[src/hdl/llc_pkg.sv]
// Shared types, sizes and command codes of the LED layer compositor.
package llc_pkg;

  // Store geometry.
  localparam int LAYERS      = 4;
  localparam int LED_COUNT   = 32;
  localparam int LAYER_W     = (LAYERS > 1) ? $clog2(LAYERS) : 1;
  localparam int LED_W       = (LED_COUNT > 1) ? $clog2(LED_COUNT) : 1;
  localparam int ADDR_W      = LAYER_W + LED_W;
  localparam int STORE_DEPTH = 1 << ADDR_W;

  // Command queue between the front and back ends; depth is a power of two.
  localparam int QUEUE_DEPTH = 2;
  localparam int QPTR_W      = $clog2(QUEUE_DEPTH);
  localparam int QCNT_W      = QPTR_W + 1;

  // Channel maximum for the saturating sum.
  localparam logic [7:0] CHAN_MAX = 8'd255;

  // Command codes as they arrive on the input channel.
  localparam logic [2:0] CMD_SET       = 3'd0;
  localparam logic [2:0] CMD_FILL      = 3'd1;
  localparam logic [2:0] CMD_CLEAR     = 3'd2;
  localparam logic [2:0] CMD_CLEAR_ALL = 3'd3;
  localparam logic [2:0] CMD_COMPOSE   = 3'd4;

  // Operations that survive classification.
  typedef enum logic [2:0] {
    OP_SET,
    OP_FILL,
    OP_CLEAR,
    OP_CLEAR_ALL,
    OP_COMPOSE
  } llc_op_e;

  // One input item.
  typedef struct packed {
    logic [2:0] cmd;
    logic [2:0] layer_index;
    logic [5:0] led_index;
    logic [7:0] red_in;
    logic [7:0] green_in;
    logic [7:0] blue_in;
  } llc_in_t;

  // One result item.
  typedef struct packed {
    logic [5:0] led_out;
    logic [7:0] red_out;
    logic [7:0] green_out;
    logic [7:0] blue_out;
    logic       last_led;
  } llc_out_t;

  // A classified operation as it travels through the queue.
  typedef struct packed {
    llc_op_e            op;
    logic [LAYER_W-1:0] layer;
    logic [LED_W-1:0]   led;
    logic [23:0]        color;
  } llc_cmd_t;

endpackage

[src/hdl/led_layer_compositor.sv]
// Top level of the LED layer compositor: front end, command queue, back end.
//
// The block keeps an RGB color per LED for each of LAYERS layers in a store with
// one write port and a registered read port. Set, clear-layer and clear-all are
// done as the back end takes them (clears work on per-entry valid bits, so reset
// and clear need no sweep); fill writes one LED per cycle. Compose reads one layer
// entry per cycle while the result output is not stalled; an item passes through
// the front end's holding register and the queue before it reaches the back end,
// and each result item goes through the read stage and the result register after
// the read of its last layer. Compose emits one result item per LED in ascending
// order with last_led on the final one; a stalled result output holds the read
// pipeline. A two-entry queue lets the front end keep taking items while the back
// end is busy; commands that do nothing are dropped at the front end.
module led_layer_compositor
  import llc_pkg::*;
(
  input  logic     clk,
  input  logic     rst,
  input  logic     in_valid,
  output logic     in_ready,
  input  llc_in_t  in_data,
  output logic     out_valid,
  input  logic     out_ready,
  output llc_out_t out_data
);

  logic     f_valid;
  logic     f_ready;
  llc_cmd_t f_data;
  logic     q_valid;
  logic     q_ready;
  llc_cmd_t q_data;

  llc_front u_front (
    .clk      (clk),
    .rst      (rst),
    .in_valid (in_valid),
    .in_ready (in_ready),
    .in_data  (in_data),
    .f_valid  (f_valid),
    .f_ready  (f_ready),
    .f_data   (f_data)
  );

  llc_queue u_queue (
    .clk        (clk),
    .rst        (rst),
    .push_valid (f_valid),
    .push_ready (f_ready),
    .push_data  (f_data),
    .pop_valid  (q_valid),
    .pop_ready  (q_ready),
    .pop_data   (q_data)
  );

  llc_back u_back (
    .clk       (clk),
    .rst       (rst),
    .q_valid   (q_valid),
    .q_ready   (q_ready),
    .q_data    (q_data),
    .out_valid (out_valid),
    .out_ready (out_ready),
    .out_data  (out_data)
  );

  // The frame commit flag marks exactly the highest LED.
  assert property (@(posedge clk) disable iff (rst)
    out_valid |-> (out_data.last_led == (out_data.led_out == 6'(LED_COUNT - 1))))
    else $error("last_led does not match the final LED index");

  // Within a compose run the LED index steps by one.
  assert property (@(posedge clk) disable iff (rst)
    out_valid && out_ready && !out_data.last_led |=>
      !out_valid || out_data.led_out == $past(out_data.led_out) + 6'd1)
    else $error("compose results out of order");

  // A new compose run starts at LED zero.
  assert property (@(posedge clk) disable iff (rst)
    out_valid && out_ready && out_data.last_led |=>
      !out_valid || out_data.led_out == 6'd0)
    else $error("compose run does not start at LED zero");

endmodule

[src/hdl/llc_front.sv]
// Front end: accepts input items, range-checks and classifies them.
module llc_front
  import llc_pkg::*;
(
  input  logic     clk,
  input  logic     rst,
  input  logic     in_valid,
  output logic     in_ready,
  input  llc_in_t  in_data,
  output logic     f_valid,
  input  logic     f_ready,
  output llc_cmd_t f_data
);

  logic     keep;
  llc_op_e  op;
  logic     layer_ok;
  logic     led_ok;

  // Range checks against the configured store size.
  assign layer_ok = int'(in_data.layer_index) < LAYERS;
  assign led_ok   = int'(in_data.led_index) < LED_COUNT;

  // Decide which commands do anything at all.
  always_comb begin
    op   = OP_SET;
    keep = 1'b0;
    unique case (in_data.cmd)
      CMD_SET: begin
        op   = OP_SET;
        keep = layer_ok && led_ok;
      end
      CMD_FILL: begin
        op   = OP_FILL;
        keep = layer_ok;
      end
      CMD_CLEAR: begin
        op   = OP_CLEAR;
        keep = layer_ok;
      end
      CMD_CLEAR_ALL: begin
        op   = OP_CLEAR_ALL;
        keep = 1'b1;
      end
      CMD_COMPOSE: begin
        op   = OP_COMPOSE;
        keep = 1'b1;
      end
      default: begin
        op   = OP_SET;
        keep = 1'b0;
      end
    endcase
  end

  assign in_ready = !f_valid || f_ready;

  // Holding register for one classified item.
  always_ff @(posedge clk) begin
    if (rst) begin
      f_valid <= 1'b0;
    end else if (in_valid && in_ready) begin
      f_valid <= keep;
    end else if (f_ready) begin
      f_valid <= 1'b0;
    end
  end

  always_ff @(posedge clk) begin
    if (in_valid && in_ready) begin
      f_data.op    <= op;
      f_data.layer <= in_data.layer_index[LAYER_W-1:0];
      f_data.led   <= in_data.led_index[LED_W-1:0];
      f_data.color <= {in_data.red_in, in_data.green_in, in_data.blue_in};
    end
  end

endmodule

[src/hdl/llc_queue.sv]
// Short command queue that decouples the front end from the back end.
module llc_queue
  import llc_pkg::*;
(
  input  logic     clk,
  input  logic     rst,
  input  logic     push_valid,
  output logic     push_ready,
  input  llc_cmd_t push_data,
  output logic     pop_valid,
  input  logic     pop_ready,
  output llc_cmd_t pop_data
);

  llc_cmd_t            slots [QUEUE_DEPTH];
  logic [QPTR_W-1:0]   wr_ptr;
  logic [QPTR_W-1:0]   rd_ptr;
  logic [QCNT_W-1:0]   count;
  logic                do_push;
  logic                do_pop;

  assign push_ready = count != QCNT_W'(QUEUE_DEPTH);
  assign pop_valid  = count != '0;
  assign pop_data   = slots[rd_ptr];
  assign do_push    = push_valid && push_ready;
  assign do_pop     = pop_valid && pop_ready;

  // Pointers and fill count.
  always_ff @(posedge clk) begin
    if (rst) begin
      wr_ptr <= '0;
      rd_ptr <= '0;
      count  <= '0;
    end else begin
      if (do_push) begin
        wr_ptr <= wr_ptr + 1'b1;
      end
      if (do_pop) begin
        rd_ptr <= rd_ptr + 1'b1;
      end
      if (do_push && !do_pop) begin
        count <= count + 1'b1;
      end else if (do_pop && !do_push) begin
        count <= count - 1'b1;
      end
    end
  end

  // Entry storage.
  always_ff @(posedge clk) begin
    if (do_push) begin
      slots[wr_ptr] <= push_data;
    end
  end

endmodule

[src/hdl/llc_back.sv]
// Back end: carries out store updates and streams composed LED colors.
module llc_back
  import llc_pkg::*;
(
  input  logic     clk,
  input  logic     rst,
  input  logic     q_valid,
  output logic     q_ready,
  input  llc_cmd_t q_data,
  output logic     out_valid,
  input  logic     out_ready,
  output llc_out_t out_data
);

  typedef enum logic [1:0] {
    ST_IDLE,
    ST_FILL,
    ST_COMPOSE
  } state_t;

  state_t             state;
  logic [LED_W-1:0]   cnt_led;
  logic [LAYER_W-1:0] cnt_layer;
  logic [LAYER_W-1:0] cur_layer;
  logic [23:0]        cur_color;

  logic [23:0]            mem [STORE_DEPTH];
  logic [STORE_DEPTH-1:0] vld;

  logic              wr_en;
  logic [ADDR_W-1:0] wr_addr;
  logic [23:0]       wr_data;
  logic [ADDR_W-1:0] rd_addr;
  logic              issue;
  logic              adv;
  logic              take;

  // Read stage.
  logic              rd_vld;
  logic [23:0]       rd_data;
  logic              rd_ok;
  logic [LED_W-1:0]  rd_led;
  logic              rd_first;
  logic              rd_final_layer;

  // Accumulator stage.
  logic [7:0]  acc_r;
  logic [7:0]  acc_g;
  logic [7:0]  acc_b;
  logic [23:0] term;
  logic [7:0]  sum_r;
  logic [7:0]  sum_g;
  logic [7:0]  sum_b;

  function automatic logic [7:0] sat_add(input logic [7:0] a, input logic [7:0] b);
    logic [8:0] s;
    s = {1'b0, a} + {1'b0, b};
    return s[8] ? CHAN_MAX : s[7:0];
  endfunction

  // The compose pipeline moves only when the result register can take a value.
  assign adv     = !out_valid || out_ready;
  assign q_ready = state == ST_IDLE;
  assign take    = q_valid && q_ready;
  assign issue   = (state == ST_COMPOSE) && adv;
  assign rd_addr = {cnt_layer, cnt_led};

  // Write port selection.
  always_comb begin
    wr_en   = 1'b0;
    wr_addr = {q_data.layer, q_data.led};
    wr_data = q_data.color;
    if (take && q_data.op == OP_SET) begin
      wr_en = 1'b1;
    end else if (state == ST_FILL) begin
      wr_en   = 1'b1;
      wr_addr = {cur_layer, cnt_led};
      wr_data = cur_color;
    end
  end

  // Layer store: one write and one registered read per cycle.
  always_ff @(posedge clk) begin
    if (wr_en) begin
      mem[wr_addr] <= wr_data;
    end
    if (issue) begin
      rd_data <= mem[rd_addr];
    end
  end

  // Entry valid bits; an entry without its bit reads as zero.
  always_ff @(posedge clk) begin
    if (rst) begin
      vld <= '0;
    end else begin
      if (wr_en) begin
        vld[wr_addr] <= 1'b1;
      end
      if (take && q_data.op == OP_CLEAR) begin
        for (int i = 0; i < LED_COUNT; i++) begin
          vld[{q_data.layer, LED_W'(i)}] <= 1'b0;
        end
      end else if (take && q_data.op == OP_CLEAR_ALL) begin
        vld <= '0;
      end
    end
  end

  // Sequencer for fill and compose sweeps.
  always_ff @(posedge clk) begin
    if (rst) begin
      state     <= ST_IDLE;
      cnt_led   <= '0;
      cnt_layer <= '0;
    end else begin
      unique case (state)
        ST_IDLE: begin
          cnt_led   <= '0;
          cnt_layer <= '0;
          if (take && q_data.op == OP_FILL) begin
            state <= ST_FILL;
          end else if (take && q_data.op == OP_COMPOSE) begin
            state <= ST_COMPOSE;
          end
        end
        ST_FILL: begin
          cnt_led <= cnt_led + 1'b1;
          if (cnt_led == LED_W'(LED_COUNT - 1)) begin
            state <= ST_IDLE;
          end
        end
        ST_COMPOSE: begin
          if (issue) begin
            if (cnt_layer == LAYER_W'(LAYERS - 1)) begin
              cnt_layer <= '0;
              cnt_led   <= cnt_led + 1'b1;
              if (cnt_led == LED_W'(LED_COUNT - 1)) begin
                state <= ST_IDLE;
              end
            end else begin
              cnt_layer <= cnt_layer + 1'b1;
            end
          end
        end
        default: begin
          state <= ST_IDLE;
        end
      endcase
    end
  end

  // Operands of a fill sweep.
  always_ff @(posedge clk) begin
    if (take) begin
      cur_layer <= q_data.layer;
      cur_color <= q_data.color;
    end
  end

  // Read stage valid flag.
  always_ff @(posedge clk) begin
    if (rst) begin
      rd_vld <= 1'b0;
    end else if (adv) begin
      rd_vld <= issue;
    end
  end

  // Read stage tags travel with the memory data.
  always_ff @(posedge clk) begin
    if (issue) begin
      rd_ok          <= vld[rd_addr];
      rd_led         <= cnt_led;
      rd_first       <= cnt_layer == '0;
      rd_final_layer <= cnt_layer == LAYER_W'(LAYERS - 1);
    end
  end

  // Saturating sum of the current layer onto the running total.
  assign term  = rd_ok ? rd_data : 24'd0;
  assign sum_r = sat_add(rd_first ? 8'd0 : acc_r, term[23:16]);
  assign sum_g = sat_add(rd_first ? 8'd0 : acc_g, term[15:8]);
  assign sum_b = sat_add(rd_first ? 8'd0 : acc_b, term[7:0]);

  always_ff @(posedge clk) begin
    if (adv && rd_vld) begin
      acc_r <= sum_r;
      acc_g <= sum_g;
      acc_b <= sum_b;
    end
  end

  // Result register.
  always_ff @(posedge clk) begin
    if (rst) begin
      out_valid <= 1'b0;
    end else if (adv && rd_vld && rd_final_layer) begin
      out_valid <= 1'b1;
    end else if (out_ready) begin
      out_valid <= 1'b0;
    end
  end

  always_ff @(posedge clk) begin
    if (adv && rd_vld && rd_final_layer) begin
      out_data.led_out   <= 6'(rd_led);
      out_data.red_out   <= sum_r;
      out_data.green_out <= sum_g;
      out_data.blue_out  <= sum_b;
      out_data.last_led  <= rd_led == LED_W'(LED_COUNT - 1);
    end
  end

endmodule
[config.mk]
export PLATFORM = sky130hd
export DESIGN_NAME = led_layer_compositor
export DESIGN_NICKNAME = d
export VERILOG_FILES = /design/src/hdl/llc_pkg.sv /design/src/hdl/led_layer_compositor.sv /design/src/hdl/llc_front.sv /design/src/hdl/llc_queue.sv /design/src/hdl/llc_back.sv
export SDC_FILE = /design/constraint.sdc
export NUM_CORES = 2
export LEC_CHECK = 0
export ABC_AREA = 0
export BUFFER_PORTS_ARGS = -buffer_cell sky130_fd_sc_hd__buf_2
export CAP_MARGIN = 20
export CORE_UTILIZATION = 45
export DETAILED_ROUTE_END_ITERATION = 10
export MAX_ROUTING_LAYER = met4
export SETUP_SLACK_MARGIN = 0.02
export SLEW_MARGIN = 15
export SYNTH_ARGS = -nofsm -noshare
export SYNTH_HDL_FRONTEND = slang
export SYNTH_SLANG_ARGS = --single-unit
[constraint.sdc]
create_clock -name clk -period 6.2 [get_ports clk]
set_input_delay 1.24 -clock clk [delete_from_list [all_inputs] [get_ports clk]]
set_output_delay 1.24 -clock clk [all_outputs]
set_load 0.01 [all_outputs]
==> impl_metrics.yaml <==
status:
  status: "finished, final reports clean"
drt:
  vias_per_cell: 6.18
  dr.pass1.iters: 6
  detail-route-antenna-nets: 0
  avgRoutedWirePerCell_microns: 34.3
  first_iter_violations: 9446
  postRouteWirelength_microns: 374000
  remaining_drc_errors: 0
  vias: 67300
logic_synthesis:
  yosys.cell_types.count: 74
  synthDominantCellAreaShare: 0.743
  synth_top_cell_by_area: "edfxtp_1"
  ys_seq_area_frac: 0.765
  synth_edf_count: 3286
  avgSynthCellArea_sq_um: 21.1
  synth_nets: 6362
  syn_area_sq_um: 133000
  yosysWarnings: 0
  netlist_instances: 6286
  ys_ff_latch: 3431
  synth_area_leaders: "edfxtp_1 (74%), mux4_2 (12%), mux2i_1 (3.2%)"
  ys.flop_type: "edfxtp_1"
  async_reset_ff_frac: 0
sta:
  tightest_slew_ps: 1260
  tns_ps: 0
  max_clock_freq_ghz: 0.203
  period_minus_slack_ps: 4930
  post-route-period-util: 0.795
  hold_viol: 0
  max_slew_margin: 0.150
  skew_ps: 71.6
  setup_slack_ps: 1270
  rsz0062_at_grt: "no"
  whs_ps: 444
  finalSetupViolCount: 0
  slew_viol_final: 0
setup_path:
  rr_endpoint: "u_back.rd_data[7]"
  rrSetupSlack_ps: 1270
  crit_start: "u_back.cnt_led[0]"
  required_ps: 6750
  cp-end-kind: "flip-flop"
  critical_path_class: "flip-flop to flip-flop"
  path_buf_inv: 2
  reg2reg_depth: 7
  cp-start-kind: "flip-flop"
  reg2reg_from: "u_back.cnt_led[0]"
  cp_max_fo: 37
  critical_path.slowest_cell: "dfxtp_4"
  path_delay_family: "compound AO/OA/AOI/OAI gates"
  cpPeakStageDelay_ps: 1050
  cp.arrival_ps: 5470
  worstPathCellList: "buf_12 -> buf_4 -> mux4_2 -> a221oi_1 -> o21ai_0 -> a32oi_1 -> a22oi_1"
floorplan:
  io-pin-count: 73
  die_height_microns: 545
  start_util: 0.452
  die_w_microns: 545
  die-area_sq_um: 297000
  coreArea_sq_um: 294000
  rows: 199
clocking:
  ctsRootBufferMaster: "clkbuf_16"
  post_cts_resized: 0
  cts_buffers: 351
  holdBufCountCts: 0
  cts_buffer_depth: 4
  cts_sinks: 3431
  postCtsSetupRepairBufs: 0
  insertion_delay_ps: 950
  htree_num_levels: 5
  tritoncts: "done"
  clk_pin_slew_worst_paths_ps: 60
placed_design:
  post-place-ws_ps: 1390
  place_hpwl_microns: 224000
  globalplace.congestion: 0.891
  dpl.cell_count: 10200
  io_buffers: 71
pwr:
  p_int_uw: 41400
  p_comb_frac: 0.129
  vdd_drop_max_mv: 0.245
  clockPowerShare: 0.381
  p_leak_uw: 0.0471
  p_sw_frac: 0.254
  p_switching_uw: 14100
  power.density_nw_per_um2: 365
  seqPwrFrac: 0.490
final_layout:
  syn_to_final_growth_pct: 14.5
  final_layout_size_suffix_gt1_frac: 0.265
  layout_common_cells: "edfxtp_1 (3286), mux4_2 (689), mux2i_1 (418)"
  fin_util: 0.518
  final_common_cell: "edfxtp_1"
  fin_nets: 6757
  final_cells: 10900
global_route:
  grt_pass1_vias: 65900
  grt_first_pass_wirelength_microns: 519000
  antenna_found_initial: 24
  grt_max_degree: 129
  gr-usage-all-layers: 0.258
  overflow: 0
flow_run:
  drv_cap: 0
worst_hold_path:
  min_to: "u_queue.slots[1][18]"
  min_delay_path_depth: 0
  worstHoldPathType: "flip-flop to flip-flop"
  hp-start: "u_front.f_data[18]"
[power by group through the flow]
stage	combinational (uW)	clock, uW	sequential (uW)
global route	7490	22200	27200
detailed placement	7180	0	27700
finish	7150	21100	27200
global placement	7010	0	27600
floorplan	4280	0	27500
CTS	7190	21400	27200
[routing by layer]
metal | wire length [microns] | vias up | global-route usage
li1 | - | 27200 | -
met1 | 153000 | 36100 | 0.363
met2 | 172000 | 3440 | 0.383
met3 | 36300 | 561 | 0.0516
met4 | 12100 | 0 | 0.0753
met5 | 0 | - | -
[synth_stat cells, types with 6 or more instances]
master	instances
nand3_1	46
a211oi_1	10
inv_1	23
xnor2_1	10
xor2_1	9
o221ai_1	41
buf_2	83
buf_6	24
nor2b_1	34
nor2_1	40
nor3_1	45
nand2b_1	17
nor3_2	93
buf_1	48
mux4_2	689
or3_1	6
a21o_1	6
o21bai_1	6
o21a_1	123
mux2_2	53
edfxtp_1	3286
dfxtp_1	145
o21ai_0	120
and2_1	32
nand2_1	114
buf_4	72
nor4_1	8
ha_1	33
o211ai_1	16
o31a_1	6
a22o_1	7
a32oi_1	14
a21oi_1	154
a221oi_1	50
and3_1	8
clkbuf_1	146
a2111oi_0	10
o22ai_1	16
a31oi_1	46
a22oi_1	120
mux2i_1	418
[through the flow]
stage	instance area, sq um	power (uW)
3_5_place_dp	140000	34800
3_3_place_gp	140000	34700
5_1_grt	152000	56900
2_1_floorplan	133000	31800
6_report	152000	55400
4_1_cts	152000	55700
[area by class of cell]
class / instances / area (sq um)
multi-input cells: 2457 / 30200
clock buffers: 447 / 9380
diodes: 7 / 17.5
fillers: 22800 / 142000
well taps: 3919 / 4900
repair buffers: 415 / 3620
flip-flops and latches: 3431 / 102000
inverters: 25 / 95.1
clock inverters: 196 / 2150
[state kept, by name, indices dropped and copies added, names as in the netlist, 8 cells and up, named ones only]
signal / cells
u_back.acc_g: 8
u_back.rd_data: 24
u_back.out_data: 30
u_back.acc_b: 8
u_back.cur_color: 24
u_queue.slots: 68
u_back.acc_r: 8
u_back.vld: 128
u_front.f_data: 34
u_back.mem: 3072
[worst max path at each step]
stage / slack (ps) / to / cells past startpoint
CTS: 1350 / u_back.rd_data[7] / 7
floorplan: 1120 / u_back.mem[86][0] / 10
global route: 1230 / u_back.mem[60][18] / 10
detailed placement: 1390 / u_back.rd_data[7] / 7
finish: 1270 / u_back.rd_data[7] / 7
global placement: 1340 / u_back.rd_data[7] / 7
[logic make-up after synthesis]
group                      synth area share
AOI/OAI and AO/OA                    0.0403
and+or+nand+nor                      0.0208
muxes                                 0.153
xor gates and xnor gates            0.00125
DFF                                   0.765
buffers and inverters                0.0154
other                             0.0000283
adders and majority gates           0.00356
(Power assumes the default switching activity.)
